[src/rtl/upc_pkg.sv]
// Shared types, constants and character functions of the URL percent codec.
`timescale 1ns / 1ps

package upc_pkg;

    localparam logic [15:0] CHAR_PCT       = 16'h0025;
    localparam logic [15:0] CHAR_ZERO      = 16'h0030;
    localparam logic [15:0] HEX_ALPHA_BASE = 16'h0037;

    localparam int QDEPTH = 4;
    localparam int QPTR_W = $clog2(QDEPTH);
    localparam int QCNT_W = $clog2(QDEPTH + 1);

    typedef struct packed {
        logic [15:0] in_char;
        logic        in_last;
    } in_item_t;

    typedef struct packed {
        logic [15:0] out_char;
        logic        out_last;
    } out_item_t;

    typedef struct packed {
        logic        triple;
        logic [15:0] ch;
        logic        last;
    } cmd_t;

    typedef struct packed {
        logic empty;
        logic full;
    } q_status_t;

    function automatic logic is_reserved(input logic [15:0] ch);
        logic hit;
        hit = 1'b0;
        case (ch)
            16'h003C, 16'h003E, 16'h0023, 16'h0040, 16'h0022, 16'h0026, 16'h0025,
            16'h0024, 16'h003A, 16'h002C, 16'h003B, 16'h003F, 16'h003D, 16'h007B,
            16'h007D, 16'h007C, 16'h005E, 16'h007E, 16'h005B, 16'h005D, 16'h0027,
            16'h0060, 16'h005C, 16'h0020, 16'h000A, 16'h0009, 16'h000D: hit = 1'b1;
            default: hit = 1'b0;
        endcase
        return hit;
    endfunction

    function automatic logic [15:0] hex_digit_char(input logic [3:0] nib);
        logic [15:0] r;
        if (nib > 4'd9)
        begin
            r = {12'h000, nib} + HEX_ALPHA_BASE;
        end
        else
        begin
            r = {12'h000, nib} + CHAR_ZERO;
        end
        return r;
    endfunction

    function automatic logic [3:0] hex_value(input logic [15:0] ch);
        logic [3:0] v;
        if ((ch >= 16'h0041 && ch <= 16'h0046) || (ch >= 16'h0061 && ch <= 16'h0066))
        begin
            v = ch[3:0] + 4'd9;
        end
        else if (ch >= 16'h0030 && ch <= 16'h0039)
        begin
            v = ch[3:0];
        end
        else
        begin
            v = 4'd0;
        end
        return v;
    endfunction

endpackage

[src/rtl/url_percent_codec.sv]
// Top level of the URL percent codec: front end, command queue and back end.
//
// Usage:
//   src_valid/src_stall/src_data carry one 16-bit character and a last flag per
//   transaction; dst_valid/dst_stall/dst_data carry one converted character.
//   cfg_write loads cfg_data into the mode bit: 0 encodes, 1 decodes. Write it
//   only while no transaction is in flight.
//   The first result passes through the command queue and the output register
//   before it is valid on dst.
//   Throughput: one input transaction per cycle while the queue has room; the
//   output moves one character per cycle while dst_stall is low, so an encoded
//   reserved character takes three output characters. A four-entry command
//   queue absorbs these bursts; src_stall rises only when the queue is full.
//   Non-last decode inputs that open an escape or give its first digit emit none.
//   Reset clears the mode to encode, the escape state, the queue and dst_valid.
//   A stalled valid output holds; the queue keeps filling until full.
`timescale 1ns / 1ps

module url_percent_codec
    import upc_pkg::*;
(
    input  logic      clk,
    input  logic      rst_n,
    input  logic      cfg_write,
    input  logic      cfg_data,
    input  logic      src_valid,
    output logic      src_stall,
    input  in_item_t  src_data,
    output logic      dst_valid,
    input  logic      dst_stall,
    output out_item_t dst_data
);

    logic      push;
    cmd_t      push_cmd;
    logic      pop;
    cmd_t      head;
    q_status_t q_stat;

    upc_front u_front (
        .clk       (clk),
        .rst_n     (rst_n),
        .cfg_write (cfg_write),
        .cfg_data  (cfg_data),
        .src_valid (src_valid),
        .src_stall (src_stall),
        .src_data  (src_data),
        .q_stat    (q_stat),
        .push      (push),
        .push_cmd  (push_cmd)
    );

    upc_queue u_queue (
        .clk      (clk),
        .rst_n    (rst_n),
        .push     (push),
        .push_cmd (push_cmd),
        .pop      (pop),
        .head     (head),
        .q_stat   (q_stat)
    );

    upc_back u_back (
        .clk       (clk),
        .rst_n     (rst_n),
        .head      (head),
        .q_stat    (q_stat),
        .pop       (pop),
        .dst_valid (dst_valid),
        .dst_stall (dst_stall),
        .dst_data  (dst_data)
    );

    a_status_consistent : assert property (@(posedge clk) disable iff (!rst_n)
        !(q_stat.full && q_stat.empty))
        else $error("queue reports full and empty together");

    a_no_pop_empty : assert property (@(posedge clk) disable iff (!rst_n)
        pop |-> !q_stat.empty)
        else $error("back end popped an empty queue");

    a_no_push_full : assert property (@(posedge clk) disable iff (!rst_n)
        push |-> !q_stat.full)
        else $error("front end pushed into a full queue");

    a_push_fills : assert property (@(posedge clk) disable iff (!rst_n)
        (push && !pop && q_stat.empty) |=> !q_stat.empty)
        else $error("queue stayed empty after a push");

endmodule

[src/rtl/upc_front.sv]
// Front end: accepts characters, tracks escape state and issues output commands.
`timescale 1ns / 1ps

module upc_front
    import upc_pkg::*;
(
    input  logic      clk,
    input  logic      rst_n,
    input  logic      cfg_write,
    input  logic      cfg_data,
    input  logic      src_valid,
    output logic      src_stall,
    input  in_item_t  src_data,
    input  q_status_t q_stat,
    output logic      push,
    output cmd_t      push_cmd
);

    localparam logic [1:0] PH_IDLE = 2'd0;
    localparam logic [1:0] PH_HIGH = 2'd1;
    localparam logic [1:0] PH_LOW  = 2'd2;

    logic       mode_reg;
    logic [1:0] phase_reg;
    logic [1:0] phase_next;
    logic [3:0] hn_reg;
    logic [3:0] hn_next;
    logic       emit;
    logic       accept;
    logic [3:0] hv;

    assign src_stall = q_stat.full;
    assign accept    = src_valid && !q_stat.full;
    assign push      = accept && emit;
    assign hv        = hex_value(src_data.in_char);

    always_comb
    begin
        phase_next      = PH_IDLE;
        hn_next         = 4'd0;
        emit            = 1'b1;
        push_cmd.triple = 1'b0;
        push_cmd.ch     = src_data.in_char;
        push_cmd.last   = src_data.in_last;
        if (!mode_reg)
        begin
            push_cmd.triple = is_reserved(src_data.in_char);
        end
        else
        begin
            case (phase_reg)
                PH_HIGH:
                begin
                    if (src_data.in_last)
                    begin
                        push_cmd.ch   = {8'h00, hv, 4'h0};
                        push_cmd.last = 1'b1;
                    end
                    else
                    begin
                        emit       = 1'b0;
                        phase_next = PH_LOW;
                        hn_next    = hv;
                    end
                end
                PH_LOW:
                begin
                    push_cmd.ch = {8'h00, hn_reg, hv};
                end
                default:
                begin
                    if (src_data.in_char == CHAR_PCT)
                    begin
                        if (src_data.in_last)
                        begin
                            push_cmd.ch = 16'h0000;
                        end
                        else
                        begin
                            emit       = 1'b0;
                            phase_next = PH_HIGH;
                        end
                    end
                end
            endcase
        end
    end

    always_ff @(posedge clk or negedge rst_n)
    begin
        if (!rst_n)
        begin
            mode_reg  <= 1'b0;
            phase_reg <= PH_IDLE;
            hn_reg    <= 4'd0;
        end
        else
        begin
            if (cfg_write)
            begin
                mode_reg <= cfg_data;
            end
            if (accept)
            begin
                phase_reg <= phase_next;
                hn_reg    <= hn_next;
            end
        end
    end

endmodule

[src/rtl/upc_queue.sv]
// Command queue between the front end and the back end.
`timescale 1ns / 1ps

module upc_queue
    import upc_pkg::*;
(
    input  logic      clk,
    input  logic      rst_n,
    input  logic      push,
    input  cmd_t      push_cmd,
    input  logic      pop,
    output cmd_t      head,
    output q_status_t q_stat
);

    cmd_t              mem_reg [QDEPTH];
    logic [QPTR_W-1:0] wr_ptr_reg;
    logic [QPTR_W-1:0] rd_ptr_reg;
    logic [QCNT_W-1:0] count_reg;
    logic [QCNT_W-1:0] count_next;

    assign head         = mem_reg[rd_ptr_reg];
    assign q_stat.empty = (count_reg == QCNT_W'(0));
    assign q_stat.full  = (count_reg == QCNT_W'(QDEPTH));

    always_comb
    begin
        count_next = count_reg;
        if (push && !pop)
        begin
            count_next = count_reg + QCNT_W'(1);
        end
        else if (pop && !push)
        begin
            count_next = count_reg - QCNT_W'(1);
        end
    end

    always_ff @(posedge clk)
    begin
        if (push)
        begin
            mem_reg[wr_ptr_reg] <= push_cmd;
        end
    end

    always_ff @(posedge clk or negedge rst_n)
    begin
        if (!rst_n)
        begin
            wr_ptr_reg <= '0;
            rd_ptr_reg <= '0;
            count_reg  <= '0;
        end
        else
        begin
            if (push)
            begin
                wr_ptr_reg <= wr_ptr_reg + QPTR_W'(1);
            end
            if (pop)
            begin
                rd_ptr_reg <= rd_ptr_reg + QPTR_W'(1);
            end
            count_reg <= count_next;
        end
    end

endmodule

[src/rtl/upc_back.sv]
// Back end: expands queued commands into output characters behind an output register.
`timescale 1ns / 1ps

module upc_back
    import upc_pkg::*;
(
    input  logic      clk,
    input  logic      rst_n,
    input  cmd_t      head,
    input  q_status_t q_stat,
    output logic      pop,
    output logic      dst_valid,
    input  logic      dst_stall,
    output out_item_t dst_data
);

    localparam logic [1:0] ST_NEXT = 2'd0;
    localparam logic [1:0] ST_HI   = 2'd1;
    localparam logic [1:0] ST_LO   = 2'd2;

    logic       valid_reg;
    logic       valid_next;
    out_item_t  data_reg;
    out_item_t  data_next;
    logic [1:0] step_reg;
    logic [1:0] step_next;
    cmd_t       cmd_reg;
    cmd_t       cmd_next;
    logic       advance;

    assign advance   = !valid_reg || !dst_stall;
    assign dst_valid = valid_reg;
    assign dst_data  = data_reg;

    always_comb
    begin
        valid_next = valid_reg;
        data_next  = data_reg;
        step_next  = step_reg;
        cmd_next   = cmd_reg;
        pop        = 1'b0;
        if (advance)
        begin
            case (step_reg)
                ST_HI:
                begin
                    valid_next         = 1'b1;
                    data_next.out_char = hex_digit_char(cmd_reg.ch[7:4]);
                    data_next.out_last = 1'b0;
                    step_next          = ST_LO;
                end
                ST_LO:
                begin
                    valid_next         = 1'b1;
                    data_next.out_char = hex_digit_char(cmd_reg.ch[3:0]);
                    data_next.out_last = cmd_reg.last;
                    step_next          = ST_NEXT;
                end
                default:
                begin
                    step_next = ST_NEXT;
                    if (!q_stat.empty)
                    begin
                        pop        = 1'b1;
                        valid_next = 1'b1;
                        cmd_next   = head;
                        if (head.triple)
                        begin
                            data_next.out_char = CHAR_PCT;
                            data_next.out_last = 1'b0;
                            step_next          = ST_HI;
                        end
                        else
                        begin
                            data_next.out_char = head.ch;
                            data_next.out_last = head.last;
                        end
                    end
                    else
                    begin
                        valid_next = 1'b0;
                    end
                end
            endcase
        end
    end

    always_ff @(posedge clk)
    begin
        data_reg <= data_next;
        cmd_reg  <= cmd_next;
    end

    always_ff @(posedge clk or negedge rst_n)
    begin
        if (!rst_n)
        begin
            valid_reg <= 1'b0;
            step_reg  <= ST_NEXT;
        end
        else
        begin
            valid_reg <= valid_next;
            step_reg  <= step_next;
        end
    end

endmodule

[config.mk]
export PLATFORM = sky130hd
export DESIGN_NAME = url_percent_codec
export DESIGN_NICKNAME = d
export VERILOG_FILES = /design/src/rtl/upc_pkg.sv /design/src/rtl/url_percent_codec.sv /design/src/rtl/upc_front.sv /design/src/rtl/upc_queue.sv /design/src/rtl/upc_back.sv
export SDC_FILE = /design/constraint.sdc
export NUM_CORES = 1
export LEC_CHECK = 0
export ABC_AREA = 1
export BUFFER_PORTS_ARGS = -buffer_cell sky130_fd_sc_hd__buf_2
export CORE_MARGIN = 2
export CORE_UTILIZATION = 60
export CTS_CLUSTER_DIAMETER = 200
export DETAILED_ROUTE_END_ITERATION = 8
export GPL_TIMING_DRIVEN = 0
export PLACE_DENSITY_LB_ADDON = 0.15
export SLEW_MARGIN = 20
export SYNTH_ARGS = -nofsm -noshare
export SYNTH_HDL_FRONTEND = slang
export SYNTH_SLANG_ARGS = --single-unit
[constraint.sdc]
create_clock -name clk -period 2.45 [get_ports clk]
set_input_delay 0.3675 -clock clk [delete_from_list [all_inputs] [get_ports clk]]
set_output_delay 0.3675 -clock clk [all_outputs]
set_load 0.01 [all_outputs]
[Word level (Yosys, flattened, before mapping)]
Memory sizes are Yosys's and may differ from the RTL's.
Index checks and enable logic that the tools add are counted.
Word-level totals
  register bits after elaboration: 43
  bits in writable memories: 72
  memory bits (read-only): 128
  input bits: 23
  output and inout bits: 19
  word-level logic and storage cells: 98
  memories: 2
Memories
  (no name shown): depth 128, width 1, rd ports 1, clocked after memory_dff 0, wr ports 0, RTL line upc_pkg.sv:38  | case (ch)
  u_queue.mem_reg: depth 4, width 18, rd ports 1, clocked after memory_dff 0, wr ports 1, RTL line upc_queue.sv:16  | cmd_t mem_reg [QDEPTH];
Cells by class
  add/subtract/negate cells: 9
  order comparisons: 8
  equal/unequal tests: 7
  mux-type cells: 38
  bitwise operators: 2
  reductions and logical operators: 20
Operators with widths (number)
  $mux 17: 4
  $mux 16: 4
  $pmux 17 s2: 1
  $ge 16x7->1 const B: 2
  $le 16x7->1 const B: 2
  $pmux 16 s2: 1
  $add 4x6->7 const B: 4
  $mux 4: 5
  $eq 16x6->1 const B: 1
  $ge 16x6->1 const B: 1
  $le 16x6->1 const B: 1
  $mux 1: 14
  $logic_not 9->1: 1
  $gt 4x4->1 const B: 2
  $mux 2: 4
  $pmux 2 s2: 2
  $logic_and 1x1->1: 7
  $mux 3: 2
  $logic_not 1->1: 5
  $add 2x1->2 const B: 2
  $add 4x4->4 const B: 1
  $eq 2x1->1 const B: 2
  $eq 2x2->1 const B: 2
  $add 3x1->3 const B: 1
  other kinds (11): 13

[Longest topological paths before layout]
  depth after elaboration: 9
  gate-level depth with buffers: 14
  depth with buffers taken out: 14

[Modules after synthesis]
A second synthesis with hierarchy kept.
Unflattened totals
  cell total of the unflattened synthesis: 591
  area total of the unflattened synthesis: 6216.0 um2
Modules (own cells, without submodules)
  upc_queue: times used 1, cells an instance 257, area an instance 3632.2 um2, seq. area each 2337.2 um2
  upc_back: times used 1, cells an instance 140, area an instance 1430.1 um2, seq. area each 855.8 um2
  upc_front: times used 1, cells an instance 194, area an instance 1153.6 um2, seq. area each 175.2 um2

[Worst setup path after synthesis]
No wires, ideal clock.
  kind: input port to flip-flop
  start point: in src_data[2] (netlist bit)
  end point: reg u_queue.count_reg[1]
  setup time: 0.125 ns
  data arrival time: 2.190 ns
  data required time: 2.325 ns
  path slack: 0.135 ns
  cell stages on the path: 11
  buffers on the path: 0
  path through: inv_1 -> ha_1 -> nand3_1 -> nor4_2 -> nand3_1 -> nand2_1 -> a21oi_1 -> ha_1 -> inv_1 -> fa_1 -> mux2_2
On the way
  elaborated cells on any way between the ends: 10
  classes of those cells: 1 x eq/ne; 4 x mux; 5 x reduce/logical
RTL lines
  from (decl): RTL line url_percent_codec.sv:28  | input in_item_t src_data,
  $eq 16x6->1: RTL line upc_front.sv:72  | if (src_data.in_char == CHAR_PCT)
  $mux 1: RTL line upc_front.sv:72
  $pmux 1 s2: RTL line upc_front.sv:51  | case (phase_reg)
  $mux 1: RTL line upc_front.sv:45  | if (!mode_reg)
  $logic_and 1x1->1: RTL line upc_front.sv:34  | assign push = accept && emit;
  net push: RTL line url_percent_codec.sv:34  | logic push;
  $logic_and 1x1->1: RTL line upc_queue.sv:29  | if (push && !pop)
  $mux 3: RTL line upc_queue.sv:29
  net u_queue.count_next[1]: RTL line upc_queue.sv:20  | logic [QCNT_W-1:0] count_next;
  to (signal assigned): RTL line upc_queue.sv:65  | count_reg <= count_next;
  to (decl): RTL line upc_queue.sv:19  | logic [QCNT_W-1:0] count_reg;
The timed path passes the listed nets, and every way through them passes these cells.
A chain may end at the register's enable or synchronous reset.

[Worst setup path after layout]
Ends and elaborated chain as after synthesis.

==> flow_summary.yaml <==
worst_setup_path:
  setup.reg_to_reg.worst_slack_ns: 0.12
  timing.critical_path.from: "src_data[2]"
  critPathCaptureType: "flip-flop"
  worst-path-buf-inv: 3
  worst_ep_arrival_time_ns: 2.73
  rr_startpoint: "u_back.step_reg[0]$_DFFE_PN0P_"
  r2r_end: "u_queue.count_reg[1]$_DFFE_PN0P_"
  setup.worst_path.start_class: "primary input"
  rr_worst_depth: 9
  required_ns: 2.85
  worst-setup-path-type: "in -> reg"
  critical_path_fanouts_max: 7
  critical_path.max_stage_delay_ns: 0.44
  cpLargestDelayFamily: "adder cells"
  slowest_stage: "fa_2"
  timing.critical_path.cells: "buf_2, inv_1, ha_1, nand3_1, nor4_2, nand3_1, nand2_1, a21oi_2, ha_1, inv_1, fa_2, mux2_2"
place:
  gp_congestion: 0.926
  post-dp-hpwl_mm: 8.16
  postPlaceCellArea_mm2: 0.00586
  place.port_buffers: 41
  placedCellCount: 686
yosys:
  synth.lib_cells_used.distinct: 39
  yosys.area.top_type: "edfxtp_1"
  ys_seq_area_frac: 0.617
  post_synth_inst_count: 533
  netlist_area_mm2: 0.00546
  syn_avg_cell_area_um2: 10.2
  ys_ff_latch: 115
  synth.top_cell.area_share: 0.539
  synth.net_count: 575
  synth_top_cells_by_area: "edfxtp_1, dfrtp_1, nor2_1"
  yosys_warnings: 0
timing:
  maxSlewHeadroom: 0.574
  final_hold_viol_count: 0
  holdWs_ns: 0.0706
  min_period_over_period: 0.952
  final-setup-viol-count: 0
  finalClockSkew_ns: 0.00692
  final_max_slew_viol_count: 0
  fmaxAchievable_mhz: 429
  min_period_ns: 2.33
  worst_slew_pin_slew_ns: 0.638
power:
  vdd_ir_drop_max_uv: 713
  power.total_mw: 7.98
  p_leak_nw: 2.62
  power_per_standard_cell_area_mw_per_mm2: 1230
detailed_routing:
  routed_wire_length_per_instance_um: 16.5
  routed_wirelength_mm: 11.9
  vias_per_cell: 5.65
  drt_pass1_iterations: 6
  total_number_of_vias: 4060
  drtIter0Drc: 406
  drcViolationCount: 0
  drtAntennaViolNets: 0
global_route:
  met1_usage: 0.328
  grt.busiest_layer: "met2"
  maximum_number_of_pins_on_one_net_before_global_route_repair: 18
  grt-ovfl-total: 0
  gr-usage-all-layers: 0.250
  grt_antenna_before_repair: 0
  grt_pass1_wl_mm: 18.9
  first_global_vias: 3836
  grt_util_met3: 0.0569
  grtUsageMet2: 0.416
die:
  die_w_um: 99.4
  num_rows: 34
  initial_core_util: 0.623
  placeable_core_region_mm2: 0.00876
  io-pin-count: 42
  chipHeight_um: 99.4
  die_area_mm2: 0.00988
final_layout:
  most_frequent_standard_cell_in_the_layout_excluding_fill_and_tap_cells: "edfxtp_1"
  finish.cell_count_without_fillers: 718
  syn_to_final_growth_pct: 19.0
  final_cell_mix: "edfxtp_1, nor2_1, nand2_1"
  area_of_combinational_cells_with_multiple_inputs_mm2: 0.00182
  ff_latch_area_mm2: 0.00337
  filler_cell_count: 592
  postLayoutCellArea_mm2: 0.00649
  layout_cell_share_with_drive_strength_beyond_1: 0.175
  max_reg_flops: 72
  design.final.nets: 640
  antenna_cells: 0
clocking:
  insertion_delay_ns: 0.51
  post-cts-setup-buffer-count: 0
  tritoncts_clock_tree: "built"
  worst_setup_hold_path_clk_slew_ns: 0.06
  numCtsBuffers: 17
  longest_clk_path_bufs: 2
  clock_sinks: 115
  cts_root_buf: "clkbuf_8"
  ctsHtreeMaxLevel: 4
job:
  drv_cap: 0
worst_hold_path:
  worst_hold_path_cells: 2
  min_delay_worst_endpoint: "u_front.mode_reg$_DFFE_PN0P_"
  worst_hold_startpoint: "cfg_write"
  kind_of_path_behind_the_tightest_hold_check: "in -> reg"
run_status:
  status: "finished clean"
routing by layer:
layer,routed length [um],part of all wire
met5,0,0
met4,125,0.011
met3,689,0.058
met2,5910,0.50
met1,5130,0.43
cells in the mapped netlist (all sizes together):
library cell and n:
a21o 2, a21oi 23, a221oi 2, a22o 1, a31oi 3, a32o 1
a32oi 1, a41oi 1, buf 4, clkbuf 8, clkinv 1, dfrtp 17
edfxtp 98, fa 1, ha 18, inv 66, mux2 1, nand2 69
nand3 25, nand4 3, nor2 100, nor3 1, nor4 1, o211ai 3
o21ai 59, o21bai 2, o22ai 17, or2 1, xnor2 1, xor2 3
what timing repair did:
action / 4_1_cts / 5_1_grt
resized for setup: 3 / 7
endpoints found under the setup margin: 2 / 2
endpoints found under the hold margin: 17 / 0
hold buffers: 1 / 0
pin swaps: 0 / 1
stage by stage:
stage	setup TNS (ns)	utilization	worst slack [ns]
floorplan	0	-	0.135
global placement	-46.45	0.662	-0.659
detailed placement	-0.955	0.669	-0.377
CTS	0	0.739	0.0159
global route	-0.00451	0.741	-0.00451
finish	0	0.741	0.116
cell type report:
cell class              count  area share
flip-flops and latches    115       0.519
multi-input cells         339       0.280
clock buffers              17      0.0638
repair buffers             46      0.0412
inverters                  67      0.0387
clock inverters            14      0.0287
well taps                 108      0.0208
plain buffers              12     0.00809
power breakdown:
group | switching (mW) | leakage, nW | internal (mW)
Clock | 0.851 | 0.285 | 1.64
Combinational | 1.65 | 1.20 | 0.800
Sequential | 0.185 | 1.13 | 2.85
worst max path at each step:
stage	endpoint	cells past startpoint
2_1_floorplan	u_queue.count_reg[1]$_DFFE_PN0P_	11
3_3_place_gp	u_queue.mem_reg[3][7]$_DFFE_PP_	10
3_5_place_dp	u_queue.count_reg[1]$_DFFE_PN0P_	12
4_1_cts	u_queue.count_reg[2]$_DFFE_PN0P_	12
5_1_grt	u_queue.count_reg[1]$_DFFE_PN0P_	9
6_report	u_queue.count_reg[1]$_DFFE_PN0P_	12
cells by family after synthesis:
group	synth area share
simple gates	0.152
compound gates	0.122
flops	0.617
buf+inv	0.0557
fa+ha+maj	0.0449
xor+xnor	0.00642
mux	0.00206
No activity file was read; power rests on OpenSTA's default activity.
